## src/rtl/core/tnig_pkg.sv

```systemverilog
`default_nettype none

package tnig_pkg;

  localparam int IDX_W   = 16;
  localparam int SLOT_W  = 6;
  localparam int GRID_W  = 9;
  localparam int RAD_W   = 2;
  localparam int CFG_IDX_W = 1;

  // Largest radius; smaller codes fall back to radius two.
  localparam logic [RAD_W-1:0] RAD_LARGE = 2'd3;
  localparam logic [RAD_W-1:0] RAD_SMALL = 2'd2;

  // Slot numbers of the final neighbour for each radius.
  localparam logic [SLOT_W-1:0] LAST_SLOT_LARGE = 6'd47;
  localparam logic [SLOT_W-1:0] LAST_SLOT_SMALL = 6'd23;

  localparam logic [GRID_W-1:0] GRID_WIDTH_RESET = 9'd256;

  typedef logic [IDX_W-1:0]  idx_t;
  typedef logic [SLOT_W-1:0] slot_t;

  typedef enum logic [CFG_IDX_W-1:0] {
    CFG_GRID_WIDTH = 1'b0,
    CFG_RADIUS     = 1'b1
  } cfg_reg_t;

endpackage

`default_nettype wire

```

## src/rtl/core/toroidal_neighbour_index_generator_top.sv

```systemverilog
// Toroidal neighbour index generator.
// A word on the in_ stream carries a linear cell index; for it the block
// sends 24 (radius 2) or 48 (radius 3) words on the out_ stream, one per
// cell of the surrounding block with the centre left out, rows from the
// upper offset down, columns left to right, both wrapped on the torus.
// out_tlast marks the final word of each centre cell.
// Grid width and radius are set through the cfg_ write port; the user must
// write them only while the block is idle (not enforced by the block).
// Reset restores width 256 and radius 3 and empties every stage.
// The front splits the index into row and column with a shared divider
// that retires two quotient bits per cycle. A two-entry queue holds
// split cells for the back, which sends one word per cycle while the queue
// has a cell and out_tready is high, the head of the queue passing through
// the s1 and output registers. The input buffer and queue let the front
// take later words while the back is still sending; the output stream sets
// the sustained rate. When out_tready is low the back holds its word and
// the queue and input buffer fill, after which in_tready drops.
`default_nettype none

module toroidal_neighbour_index_generator_top #(
  parameter int MAX_WIDTH = 256
) (
  input  wire                          clk,
  input  wire                          rst_n,
  input  wire                          in_tvalid,
  output logic                         in_tready,
  input  wire  [15:0]                  in_tdata,   // [15:0] cell_index
  output logic                         out_tvalid,
  input  wire                          out_tready,
  output logic [23:0]                  out_tdata,  // [15:0] neighbour_index, [21:16] slot
  output logic                         out_tlast,
  input  wire                          cfg_we,
  input  wire  [tnig_pkg::CFG_IDX_W-1:0] cfg_index,
  input  wire  [tnig_pkg::GRID_W-1:0]  cfg_wdata
);
  import tnig_pkg::*;

  localparam int CW = $clog2(MAX_WIDTH + 1);
  localparam int WW = (CW < GRID_W) ? CW : GRID_W;

  logic [GRID_W-1:0] grid_width_r;
  logic [RAD_W-1:0]  radius_r;
  logic [WW-1:0]     width_eff;
  logic [RAD_W-1:0]  rad_eff;

  logic              f_valid;
  logic              f_ready;
  logic [WW-1:0]     f_row;
  logic [WW-1:0]     f_col;
  logic              q_valid;
  logic              q_pop;
  logic [2*WW-1:0]   q_data;
  idx_t              b_index;
  slot_t             b_slot;

  always_ff @(posedge clk) begin
    if (!rst_n) begin
      grid_width_r <= GRID_WIDTH_RESET;
      radius_r     <= RAD_LARGE;
    end else if (cfg_we) begin
      unique case (cfg_reg_t'(cfg_index))
        CFG_GRID_WIDTH: grid_width_r <= cfg_wdata;
        CFG_RADIUS:     radius_r     <= cfg_wdata[RAD_W-1:0];
        default:        ;
      endcase
    end
  end

  // A zero width acts as one, anything past the limit as the limit.
  always_comb begin
    if (grid_width_r == '0) begin
      width_eff = WW'(1);
    end else if (32'(grid_width_r) > MAX_WIDTH) begin
      width_eff = WW'(MAX_WIDTH);
    end else begin
      width_eff = WW'(grid_width_r);
    end
  end

  assign rad_eff = (radius_r == RAD_LARGE) ? RAD_LARGE : RAD_SMALL;

  tnig_front #(
    .WW (WW)
  ) u_front (
    .clk       (clk),
    .rst_n     (rst_n),
    .in_valid  (in_tvalid),
    .in_ready  (in_tready),
    .in_index  (in_tdata),
    .width     (width_eff),
    .res_valid (f_valid),
    .res_ready (f_ready),
    .res_row   (f_row),
    .res_col   (f_col)
  );

  tnig_queue #(
    .DATA_W (2 * WW)
  ) u_queue (
    .clk        (clk),
    .rst_n      (rst_n),
    .push_valid (f_valid),
    .push_ready (f_ready),
    .push_data  ({f_row, f_col}),
    .pop_valid  (q_valid),
    .pop        (q_pop),
    .pop_data   (q_data)
  );

  tnig_back #(
    .WW (WW)
  ) u_back (
    .clk        (clk),
    .rst_n      (rst_n),
    .width      (width_eff),
    .rad        (rad_eff),
    .head_valid (q_valid),
    .head_row   (q_data[2*WW-1:WW]),
    .head_col   (q_data[WW-1:0]),
    .head_pop   (q_pop),
    .out_valid  (out_tvalid),
    .out_ready  (out_tready),
    .out_index  (b_index),
    .out_slot   (b_slot),
    .out_last   (out_tlast)
  );

  assign out_tdata = {2'b00, b_slot, b_index};

endmodule

`default_nettype wire

```

## src/rtl/core/tnig_front.sv

```systemverilog
`default_nettype none

module tnig_front #(
  parameter int WW = 9
) (
  input  wire                   clk,
  input  wire                   rst_n,
  input  wire                   in_valid,
  output logic                  in_ready,
  input  wire  tnig_pkg::idx_t  in_index,
  input  wire  [WW-1:0]         width,
  output logic                  res_valid,
  input  wire                   res_ready,
  output logic [WW-1:0]         res_row,
  output logic [WW-1:0]         res_col
);
  import tnig_pkg::*;

  typedef enum logic [1:0] {
    F_IDLE,
    F_COL,
    F_ROW,
    F_DONE
  } front_state_t;

  front_state_t  state_r;
  logic          buf_valid_r;
  idx_t          buf_idx_r;
  idx_t          div_r;
  logic [WW-1:0] rem_r;
  logic [2:0]    cnt_r;
  logic [WW-1:0] row_r;
  logic [WW-1:0] col_r;

  logic [WW:0]   t1;
  logic [WW:0]   t2;
  logic          q1;
  logic          q2;
  logic [WW-1:0] r1;
  logic [WW-1:0] r2;
  logic          in_take;

  // Two restoring division steps per cycle: the dividend shifts left and
  // takes the quotient bits in at the bottom.
  always_comb begin
    t1 = {rem_r, div_r[IDX_W-1]};
    q1 = (t1 >= {1'b0, width});
    r1 = q1 ? WW'(t1 - {1'b0, width}) : WW'(t1);
    t2 = {r1, div_r[IDX_W-2]};
    q2 = (t2 >= {1'b0, width});
    r2 = q2 ? WW'(t2 - {1'b0, width}) : WW'(t2);
  end

  assign in_ready  = !buf_valid_r;
  assign in_take   = in_valid && !buf_valid_r;
  assign res_valid = (state_r == F_DONE);
  assign res_row   = row_r;
  assign res_col   = col_r;

  always_ff @(posedge clk) begin
    if (!rst_n) begin
      state_r     <= F_IDLE;
      buf_valid_r <= 1'b0;
      cnt_r       <= '0;
    end else begin
      if (in_take) begin
        buf_valid_r <= 1'b1;
        buf_idx_r   <= in_index;
      end
      unique case (state_r)
        F_IDLE: begin
          if (buf_valid_r) begin
            buf_valid_r <= 1'b0;
            div_r       <= buf_idx_r;
            rem_r       <= '0;
            cnt_r       <= '0;
            state_r     <= F_COL;
          end
        end
        F_COL: begin
          div_r <= {div_r[IDX_W-3:0], q1, q2};
          cnt_r <= cnt_r + 3'd1;
          if (cnt_r == 3'd7) begin
            // Remainder is the column; the quotient is divided again.
            col_r   <= r2;
            rem_r   <= '0;
            state_r <= F_ROW;
          end else begin
            rem_r <= r2;
          end
        end
        F_ROW: begin
          div_r <= {div_r[IDX_W-3:0], q1, q2};
          rem_r <= r2;
          cnt_r <= cnt_r + 3'd1;
          if (cnt_r == 3'd7) begin
            row_r   <= r2;
            state_r <= F_DONE;
          end
        end
        F_DONE: begin
          if (res_ready) begin
            state_r <= F_IDLE;
          end
        end
        default: state_r <= F_IDLE;
      endcase
    end
  end

  a_row_in_range: assert property (@(posedge clk) disable iff (!rst_n)
    res_valid |-> (res_row < width) && (res_col < width))
    else $error("front result outside the grid");

  a_buf_no_overwrite: assert property (@(posedge clk) disable iff (!rst_n)
    buf_valid_r && (state_r != F_IDLE) |=> buf_valid_r)
    else $error("input buffer lost a word");

  a_done_holds: assert property (@(posedge clk) disable iff (!rst_n)
    res_valid && !res_ready |=> res_valid && $stable(res_row) && $stable(res_col))
    else $error("front result changed while waiting");

endmodule

`default_nettype wire

```

## src/rtl/core/tnig_queue.sv

```systemverilog
`default_nettype none

module tnig_queue #(
  parameter int DATA_W = 18
) (
  input  wire               clk,
  input  wire               rst_n,
  input  wire               push_valid,
  output logic              push_ready,
  input  wire  [DATA_W-1:0] push_data,
  output logic              pop_valid,
  input  wire               pop,
  output logic [DATA_W-1:0] pop_data
);
  import tnig_pkg::*;

  logic [DATA_W-1:0] mem_r [2];
  logic              wr_ptr_r;
  logic              rd_ptr_r;
  logic [1:0]        count_r;
  logic              do_push;
  logic              do_pop;

  assign push_ready = (count_r != 2'd2);
  assign pop_valid  = (count_r != 2'd0);
  assign pop_data   = mem_r[rd_ptr_r];
  assign do_push    = push_valid && push_ready;
  assign do_pop     = pop && pop_valid;

  always_ff @(posedge clk) begin
    if (do_push) begin
      mem_r[wr_ptr_r] <= push_data;
    end
  end

  always_ff @(posedge clk) begin
    if (!rst_n) begin
      wr_ptr_r <= 1'b0;
      rd_ptr_r <= 1'b0;
      count_r  <= 2'd0;
    end else begin
      if (do_push) begin
        wr_ptr_r <= !wr_ptr_r;
      end
      if (do_pop) begin
        rd_ptr_r <= !rd_ptr_r;
      end
      case ({do_push, do_pop})
        2'b10:   count_r <= count_r + 2'd1;
        2'b01:   count_r <= count_r - 2'd1;
        default: count_r <= count_r;
      endcase
    end
  end

  a_count_bound: assert property (@(posedge clk) disable iff (!rst_n)
    count_r <= 2'd2)
    else $error("queue count out of range");

  a_ptr_match: assert property (@(posedge clk) disable iff (!rst_n)
    (count_r == 2'd0 || count_r == 2'd2) |-> (wr_ptr_r == rd_ptr_r))
    else $error("queue pointers disagree with count");

  a_pop_nonempty: assert property (@(posedge clk) disable iff (!rst_n)
    pop |-> pop_valid)
    else $error("pop from empty queue");

endmodule

`default_nettype wire

```

## src/rtl/core/tnig_back.sv

```systemverilog
`default_nettype none

module tnig_back #(
  parameter int WW = 9
) (
  input  wire                    clk,
  input  wire                    rst_n,
  input  wire  [WW-1:0]          width,
  input  wire  [1:0]             rad,
  input  wire                    head_valid,
  input  wire  [WW-1:0]          head_row,
  input  wire  [WW-1:0]          head_col,
  output logic                   head_pop,
  output logic                   out_valid,
  input  wire                    out_ready,
  output tnig_pkg::idx_t         out_index,
  output tnig_pkg::slot_t        out_slot,
  output logic                   out_last
);
  import tnig_pkg::*;

  localparam int VW = WW + 3;
  localparam int PW = 2 * WW + 1;

  // (base + off) wrapped into 0..w-1 for off in -3..3. The sum stays
  // below 8w, so three conditional subtracts finish the reduction.
  function automatic logic [WW-1:0] wrap_add(input logic [WW-1:0] base,
                                             input logic signed [3:0] off,
                                             input logic [WW-1:0] w);
    logic [VW-1:0] v;
    logic [VW-1:0] wx;
    begin
      wx = VW'(w);
      v  = VW'(base) + (wx << 2) + VW'(off);
      if (v >= (wx << 2)) v = v - (wx << 2);
      if (v >= (wx << 1)) v = v - (wx << 1);
      if (v >= wx) v = v - wx;
      return WW'(v);
    end
  endfunction

  logic [2:0]       i_r;
  logic [2:0]       j_r;
  slot_t            slot_r;
  logic [2:0]       i_nxt;
  logic [2:0]       j_nxt;
  logic [2:0]       span;
  slot_t            last_slot;
  logic             is_last;
  logic             en;
  logic signed [3:0] dr;
  logic signed [3:0] dc;

  logic             s1_valid_r;
  logic [WW-1:0]    s1_r_r;
  logic [WW-1:0]    s1_c_r;
  slot_t            s1_slot_r;
  logic             s1_last_r;

  logic             out_valid_r;
  idx_t             out_index_r;
  slot_t            out_slot_r;
  logic             out_last_r;
  logic [PW-1:0]    lin;

  assign span      = {rad, 1'b0};
  assign last_slot = (rad == RAD_LARGE) ? LAST_SLOT_LARGE : LAST_SLOT_SMALL;
  assign is_last   = (slot_r == last_slot);
  assign en        = !out_valid_r || out_ready;
  assign head_pop  = en && head_valid && is_last;
  assign dr        = $signed({2'b00, rad}) - $signed({1'b0, i_r});
  assign dc        = $signed({1'b0, j_r}) - $signed({2'b00, rad});

  // Step through the block row by row, jumping over the centre cell.
  always_comb begin
    i_nxt = i_r;
    j_nxt = j_r + 3'd1;
    if (j_r == span) begin
      i_nxt = i_r + 3'd1;
      j_nxt = 3'd0;
    end else if ((i_r == {1'b0, rad}) && (j_nxt == {1'b0, rad})) begin
      j_nxt = j_r + 3'd2;
    end
  end

  assign lin = PW'(s1_r_r * width) + PW'(s1_c_r);

  always_ff @(posedge clk) begin
    if (!rst_n) begin
      i_r         <= 3'd0;
      j_r         <= 3'd0;
      slot_r      <= '0;
      s1_valid_r  <= 1'b0;
      out_valid_r <= 1'b0;
    end else if (en) begin
      s1_valid_r  <= head_valid;
      out_valid_r <= s1_valid_r;
      if (head_valid) begin
        if (is_last) begin
          i_r    <= 3'd0;
          j_r    <= 3'd0;
          slot_r <= '0;
        end else begin
          i_r    <= i_nxt;
          j_r    <= j_nxt;
          slot_r <= slot_r + slot_t'(1);
        end
      end
    end
  end

  always_ff @(posedge clk) begin
    if (en) begin
      s1_r_r      <= wrap_add(head_row, dr, width);
      s1_c_r      <= wrap_add(head_col, dc, width);
      s1_slot_r   <= slot_r;
      s1_last_r   <= is_last;
      out_index_r <= IDX_W'(lin);
      out_slot_r  <= s1_slot_r;
      out_last_r  <= s1_last_r;
    end
  end

  assign out_valid = out_valid_r;
  assign out_index = out_index_r;
  assign out_slot  = out_slot_r;
  assign out_last  = out_last_r;

  a_last_slot: assert property (@(posedge clk) disable iff (!rst_n)
    out_valid_r |-> (out_last_r == (out_slot_r == last_slot)))
    else $error("last flag does not match final slot");

  a_wrap_range: assert property (@(posedge clk) disable iff (!rst_n)
    s1_valid_r |-> (s1_r_r < width) && (s1_c_r < width))
    else $error("wrapped coordinate outside the grid");

  a_no_centre: assert property (@(posedge clk) disable iff (!rst_n)
    head_valid |-> !((i_r == {1'b0, rad}) && (j_r == {1'b0, rad})))
    else $error("centre cell reached the output");

  a_counter_range: assert property (@(posedge clk) disable iff (!rst_n)
    (i_r <= span) && (j_r <= span))
    else $error("block position counter out of range");

endmodule

`default_nettype wire

```

## config.mk

```make
export PLATFORM = sky130hd
export DESIGN_NAME = toroidal_neighbour_index_generator_top
export DESIGN_NICKNAME = d
export VERILOG_FILES = /design/src/rtl/core/tnig_pkg.sv /design/src/rtl/core/toroidal_neighbour_index_generator_top.sv /design/src/rtl/core/tnig_front.sv /design/src/rtl/core/tnig_queue.sv /design/src/rtl/core/tnig_back.sv
export SDC_FILE = /design/constraint.sdc
export NUM_CORES = 1
export LEC_CHECK = 0
export ABC_AREA = 1
export BUFFER_PORTS_ARGS = -buffer_cell sky130_fd_sc_hd__buf_2
export CORE_ASPECT_RATIO = 1.5
export CORE_MARGIN = 4
export CORE_UTILIZATION = 30
export DETAILED_ROUTE_END_ITERATION = 12
export GPL_TIMING_DRIVEN = 0
export PLACE_DENSITY_LB_ADDON = 0.3
export SLEW_MARGIN = 20
export SYNTH_ARGS = -nofsm -noshare
export SYNTH_HDL_FRONTEND = slang
export SYNTH_HIERARCHICAL = 1
export SYNTH_SLANG_ARGS = --single-unit
```

## constraint.sdc

```tcl
create_clock -name clk -period 6.9 [get_ports clk]
set_clock_uncertainty 0.1 [all_clocks]
set_input_delay 1.725 -clock clk [delete_from_list [all_inputs] [get_ports clk]]
set_output_delay 1.725 -clock clk [all_outputs]
set_load 0.03 [all_outputs]
```

## Yosys cells after proc, flatten, opt, wreduce, memory -nomap -nowiden

Memories as Yosys holds them, arrays and structs flattened. A register that Yosys moved wholly into a read port is not among the register bits.
Cells that the tools add are included.

| word-level totals | value |
|---|---|
| memories kept | 1 |
| RAM bits | 36 |
| output and inout bits | 27 |
| register bits | 142 |

Memories:

| memory | depth | width | rd ports | clocked after memory_dff | wr ports | line | source |
|---|---|---|---|---|---|---|---|
| u_queue.mem_r | 2 | 18 | 1 | 1 | 1 | tnig_queue.sv:17 | `logic [DATA_W-1:0] mem_r [2];` |

| cells by class | value |
|---|---|
| multiply operators | 1 |
| bitwise operators | 1 |
| mux-type cells | 42 |
| $lt $le $gt $ge | 9 |
| eq/ne operators | 17 |
| $add $sub $neg | 22 |
| reduce and logical (&&, ||, !) cells | 30 |

Operators with widths:

| operator | count |
|---|---|
| two-way mux 12 bit | 8 |
| two-way mux 9 bit | 8 |
| subtractor 9 bit | 4 |
| case mux 16 bit (2 select lines) | 1 |
| case mux 9 bit (3 select lines) | 1 |
| adder 12 bit | 2 |
| adder 9 x 11 -> 12 bit | 2 |
| greater-or-equal comparator 12 x 10 -> 1 bit | 2 |
| greater-or-equal comparator 12 x 11 -> 1 bit | 2 |
| greater-or-equal comparator 12 x 9 -> 1 bit | 2 |
| subtractor 12 x 10 -> 12 bit | 2 |
| subtractor 12 x 11 -> 12 bit | 2 |
| greater-or-equal comparator 10 x 9 -> 1 bit | 2 |
| two-way mux 3 bit | 6 |
| adder 16 x 9 -> 16 bit | 1 |
| multiplier 9 x 9 -> 16 bit | 1 |
| two-way mux 16 bit | 1 |
| AND reduction 3 bit | 5 |
| two-way mux 6 bit | 2 |
| == test 2 bit (second input constant) | 5 |
| AND reduction 2 bit | 5 |
| adder 3 x 1 -> 3 bit (second input constant) | 3 |
| greater-than comparator 9 bit (second input constant) | 1 |
| zero test 9 bit | 1 |
| 27 further kinds | 53 |

## Depth between registers and ports, before layout

| logic depth | value |
|---|---|
| depth in word-level cells | 13 |
| depth in mapped cells | 51 |
| gate-level depth less buffers | 49 |

## Hierarchy

Netlist, hierarchy kept.

Modules (own cells, without submodules):

| module | cells each | seq. area each (µm²) | instances | area each (µm²) |
|---|---|---|---|---|
| tnig_back | 1,348 | 1,721.7 | 1 | 10,249.8 |
| tnig_front | 389 | 1,891.8 | 1 | 3,592.2 |
| tnig_queue | 92 | 1,181.1 | 1 | 1,592.8 |
| toroidal_neighbour_index_generator_top | 76 | 220.2 | 1 | 525.5 |

## Worst setup path before layout

OpenSTA, ideal clock, no wires.

| timing path | value |
|---|---|
| kind | flip-flop to flip-flop |
| start | register u_back.j_r[1] |
| end | register u_back.s1_c_r[4] (data pin) |
| data arrival time | 7,211 ps |
| required time | 6,546 ps |
| cell stages (with the launch flop) | 43 |
| slack | -665 ps |
| buffers on the path | 1 |
| path through | dfxtp_1 ha_1 a211oi_1 fa_1 ha_1 a21oi_1 o21ai_1 a21oi_1 or2_2 and2_1 inv_1 ha_1 nand2_1 nor2_1 nand3_1 nand2_1 inv_2 nand2_2 [7 not listed] inv_1 nor2_4 nand3_4 nor2_8 buf_8 nand2_2 o21ai_2 ha_1 a21oi_1 o21ai_0 inv_1 o221ai_1 a21oi_1 nand3_1 inv_1 nand3_2 nand2_1 nand2_1 |

| on the way | value |
|---|---|
| longest elaborated chain between the ends | 10 |

RTL lines:

| what | line | source |
|---|---|---|
| from (decl) | tnig_back.sv:43 | `logic [2:0] j_r;` |
| from (signal assigned) | tnig_back.sv:105 | `j_r <= j_nxt;` |
| subtractor 3 x 2 -> 4 bit * | tnig_back.sv:72 | `assign dc = $signed({1'b0, j_r}) - $signed({2'b00, rad});` |
| adder 12 bit * | tnig_back.sv:34 | `v = VW'(base) + (wx << 2) + VW'(off);` |
| subtractor 12 x 11 -> 12 bit / greater-or-equal comparator 12 x 11 -> 1 bit (equally long branches) | tnig_back.sv:35 | `if (v >= (wx << 2)) v = v - (wx << 2);` |
| two-way mux 12 bit * | tnig_back.sv:35 |  |
| two-way mux 12 bit * | tnig_back.sv:113 | `if (en) begin` |
| subtractor 12 x 10 -> 12 bit / greater-or-equal comparator 12 x 10 -> 1 bit (equally long branches) | tnig_back.sv:36 | `if (v >= (wx << 1)) v = v - (wx << 1);` |
| two-way mux 12 bit * | tnig_back.sv:36 |  |
| two-way mux 12 bit * | tnig_back.sv:113 |  |
| greater-or-equal comparator 12 x 9 -> 1 bit / subtractor 9 bit (equally long branches) | tnig_back.sv:37 | `if (v >= wx) v = v - wx;` |
| two-way mux 9 bit * | tnig_back.sv:37 |  |
| to (signal assigned) | tnig_back.sv:115 | `s1_c_r <= wrap_add(head_col, dc, width);` |
| to (decl) | tnig_back.sv:56 | `logic [WW-1:0] s1_c_r;` |

Every way passes the cells marked *; elsewhere a longest branch is shown, timed or not. The select of a mux whose other input is x is not followed.
A chain may end at the register's enable or synchronous reset.

## Worst setup path after layout

| timing path | value |
|---|---|
| start | register radius_r[0] |
| end | register u_back.s1_c_r[0] (data pin) |

| on the way | value |
|---|---|
| longest elaborated chain between the ends | 12 |

RTL lines:

| what | line | source |
|---|---|---|
| from (decl) | toroidal_neighbour_index_generator_top.sv:42 | `logic [RAD_W-1:0] radius_r;` |
| from (signal assigned) | toroidal_neighbour_index_generator_top.sv:63 | `CFG_RADIUS: radius_r <= cfg_wdata[RAD_W-1:0];` |
| == test 2 bit * | toroidal_neighbour_index_generator_top.sv:80 | `assign rad_eff = (radius_r == RAD_LARGE) ? RAD_LARGE : RAD_SMALL;` |
| two-way mux 1 bit * | toroidal_neighbour_index_generator_top.sv:80 |  |
| via rad_eff[0] | toroidal_neighbour_index_generator_top.sv:44 | `logic [RAD_W-1:0] rad_eff;` |
| subtractor 3 x 2 -> 4 bit * | tnig_back.sv:72 |  |
| adder 12 bit * | tnig_back.sv:34 |  |
| subtractor 12 x 11 -> 12 bit / greater-or-equal comparator 12 x 11 -> 1 bit (equally long branches) | tnig_back.sv:35 |  |
| two-way mux 12 bit * | tnig_back.sv:35 |  |
| two-way mux 12 bit * | tnig_back.sv:113 |  |
| subtractor 12 x 10 -> 12 bit / greater-or-equal comparator 12 x 10 -> 1 bit (equally long branches) | tnig_back.sv:36 |  |
| two-way mux 12 bit * | tnig_back.sv:36 |  |
| two-way mux 12 bit * | tnig_back.sv:113 |  |
| greater-or-equal comparator 12 x 9 -> 1 bit / subtractor 9 bit (equally long branches) | tnig_back.sv:37 |  |
| two-way mux 9 bit * | tnig_back.sv:37 |  |

The timed path passes the listed nets; every way through them passes the cells marked *. The select of a mux whose other input is x is not followed.

==> run metrics <==
status=finished with violations; failing checks=negative setup slack; GRT Total Usage=14.00%; dpl cell area=17,320 µm²; TritonCTS clock tree=built; Bufs and invs on worst path=6; Worst path max stage delay=530 ps; R2R setup slack=-470 ps; clock latency on the worst-skew pair=480 ps; Final period util=106.8%; DIE HEIGHT=290.5 µm; DPL Wire Length=30.67 mm; Chip Width=196.3 µm; Clock transition at path regs=80 ps; Finished Cell Area=20,420 µm²; CP Class=reg2reg; kind of end point of the critical path=flip-flop; Mapped Area=15,960 µm²; commonest non-fill, non-tap cell in the layout=nand2_1; first-pass GRT wire length=64.78 mm; synth warn=6; Final Max Slew Viols=0; IO buf count=55; Setup crit start=radius_r[0]; Syn Area/Cell=8.378 µm²; GRT overflow=0; vias in the first global route=13,630; setup violators final=18; Max FO, Critical Path=7; routed vias/inst=4.692; most frequent cells in the layout=nand2_1, inv_1, edfxtp_1, buf_4, ha_1; max cap viols=0; H-tree depth=4; DRC viols=0; initial antenna violation count=0; reg-to-reg startpoint=radius_r[0]; # clock sinks=179; RSZ-0062 raised after global routing=true; cell family with most CP delay=adder cells; EDFF count, synth=143; wire per inst=14.53 µm; max_slew headroom=49.42%; Num CTS Buffers=17; Detail Route Antenna Nets=0; largest net degree at the start of global routing=50; cts hold-fix bufs=0; Seq cells post-synth=179; core area=52,710 µm²; stages on the worst setup path=35; fmax=0.1357 GHz; Pre-antenna DRT Iters=5; Synth Flop Type=edfxtp_1; Nets=2,378; Mapped Cells=1,905; Via Count=13,160; R2R depth=35; cell depth of the worst min-delay path=0; DIE AREA=57,030 µm²; leading area contributor after synthesis=edfxtp_1; Period minus WS final=7372 ps; critical path launch point type=flip-flop; Reg2Reg Capture Point=u_back/s1_c_r[0]; worst hold path class=reg2reg; Initial Util=30.28%; post-synthesis async set-or-reset flop share=0%; met3 global-route usage=2.018%; share of the synthesized area in the top cell type=26.90%; gr busiest metal=met2; CTS root buf=clkbuf_16; num rows=103; Setup WS post-layout=-471.9 ps; diodes inserted=0; share of cells above drive strength 1=27.00%; drt total wl=40.75 mm; GPL Wtd Cong=0.8807; initial DRC count=491; Area Overhead vs Synth=27.94%; crit path capture=u_back/s1_c_r[0]; Worst Max-Slew Pin Slew=754.5 ps; grt met1 use=12.99%; Worst EP required=7010 ps; WP data arrival=7480 ps; slowest CP cell=fa_1; IO Count=58; met2 Use GR=28.11%; most used cell, CP=nand2_4; Seq/Total Area, Yosys=31.42%; Final Hold Viols=0; buffer depth of the longest clock path=2; Synth area leaders=edfxtp_1, ha_1, nand2_1; Cell variety after synth=56
[logic make-up (layout without fill, tap and decap cells)]
kind of cell | after synthesis | after routing | synth area share, %
muxes | 18 | 18 | 1.505
other | 2 | 8 | 0.04705
AOI/OAI and AO/OA | 225 | 226 | 8.271
xor gates and xnor gates | 82 | 82 | 4.500
adders and majority gates | 238 | 238 | 22.42
buffers and inverters | 375 | 581 | 9.313
DFF | 179 | 179 | 31.42
and+or+nand+nor | 786 | 790 | 22.52
[worst min path at each step]
| stage | from | to |
|---|---|---|
| finish | u_back/s1_slot_r[0] | u_back/out_slot[0] |
| global route | u_back/s1_slot_r[0] | u_back/out_slot[0] |
| CTS | u_back/s1_slot_r[0] | u_back/out_slot[0] |
| detailed placement | u_back/s1_slot_r[1] | u_back/out_slot[1] |
| global placement | u_back/s1_slot_r[1] | u_back/out_slot[1] |
| floorplan | u_back/s1_last_r | u_back/out_last |
[cell usage after synthesis, types with 12 or more instances]
library cell,number
o21ai_2,12
nor3_1,14
inv_1,331
nand2_1,471
a21oi_1,94
ha_1,158
fa_1,80
o21ai_0,58
dfxtp_1,36
xor2_1,48
nand4_1,25
nand2_4,12
nand3_1,78
xnor2_1,34
edfxtp_1,143
clkbuf_1,24
nand3_2,12
nor2_1,111
nand2_2,25
[timing repair]
action	4_1_cts	5_1_grt
buffers inserted	82	33
setup endpoints to repair	18	19
resized for setup	224	76
pin swaps	90	75
gates cloned	5	1
[layout make-up]
type | instances | area, µm²
Fill cell | 5142 | 32290
Multi-Input combinational cell | 1362 | 11200
Sequential cell | 179 | 5017
Inverter | 341 | 1297
Timing Repair Buffer | 174 | 1241
Tap cell | 682 | 853.3
Clock buffer | 17 | 425.4
Buffer | 34 | 217.7
Clock inverter | 15 | 165.2
[stage by stage]
step | TNS (ps) | setup WS (ps) | utilization (%) | std cells | hold WS, ps
final | -7702 | -471.9 | 38.74 | 2804 | 319.1
after global routing | -12590 | -769.9 | 38.74 | 2804 | 322.6
after detailed placement | -25210 | -1465 | 32.85 | 2651 | 304.5
after CTS | -5410 | -346.9 | 37.54 | 2770 | 321.7
after floorplan | 0 | 6.043 | - | 1911 | 300.3
after global placement | -23150 | -1309 | 32.76 | 2648 | 304.2
[per-layer routing]
layer  vias to the layer above  share of wire [%]
li1                       6554                  -
met1                      6262                 35
met2                       237                 57
met3                       103                2.3
met4                         0                5.4
met5                         -                  0
[state kept, by name (all words and copies together), names as in the netlist, 6 cells and up, named ones only]
name / count
grid_width_r: 9
u_back/out_index: 16
u_back/out_slot: 6
u_back/s1_c_r: 9
u_back/s1_r_r: 9
u_back/s1_slot_r: 6
u_back/slot_r: 6
u_front/buf_idx_r: 16
u_front/div_r: 16
u_front/rem_r: 9
u_front/res_col: 9
u_front/res_row: 9
u_queue/mem_r: 36
Power is not shown: default switching activity piles up to over one toggle a cycle in this logic, so the estimate is an artifact.
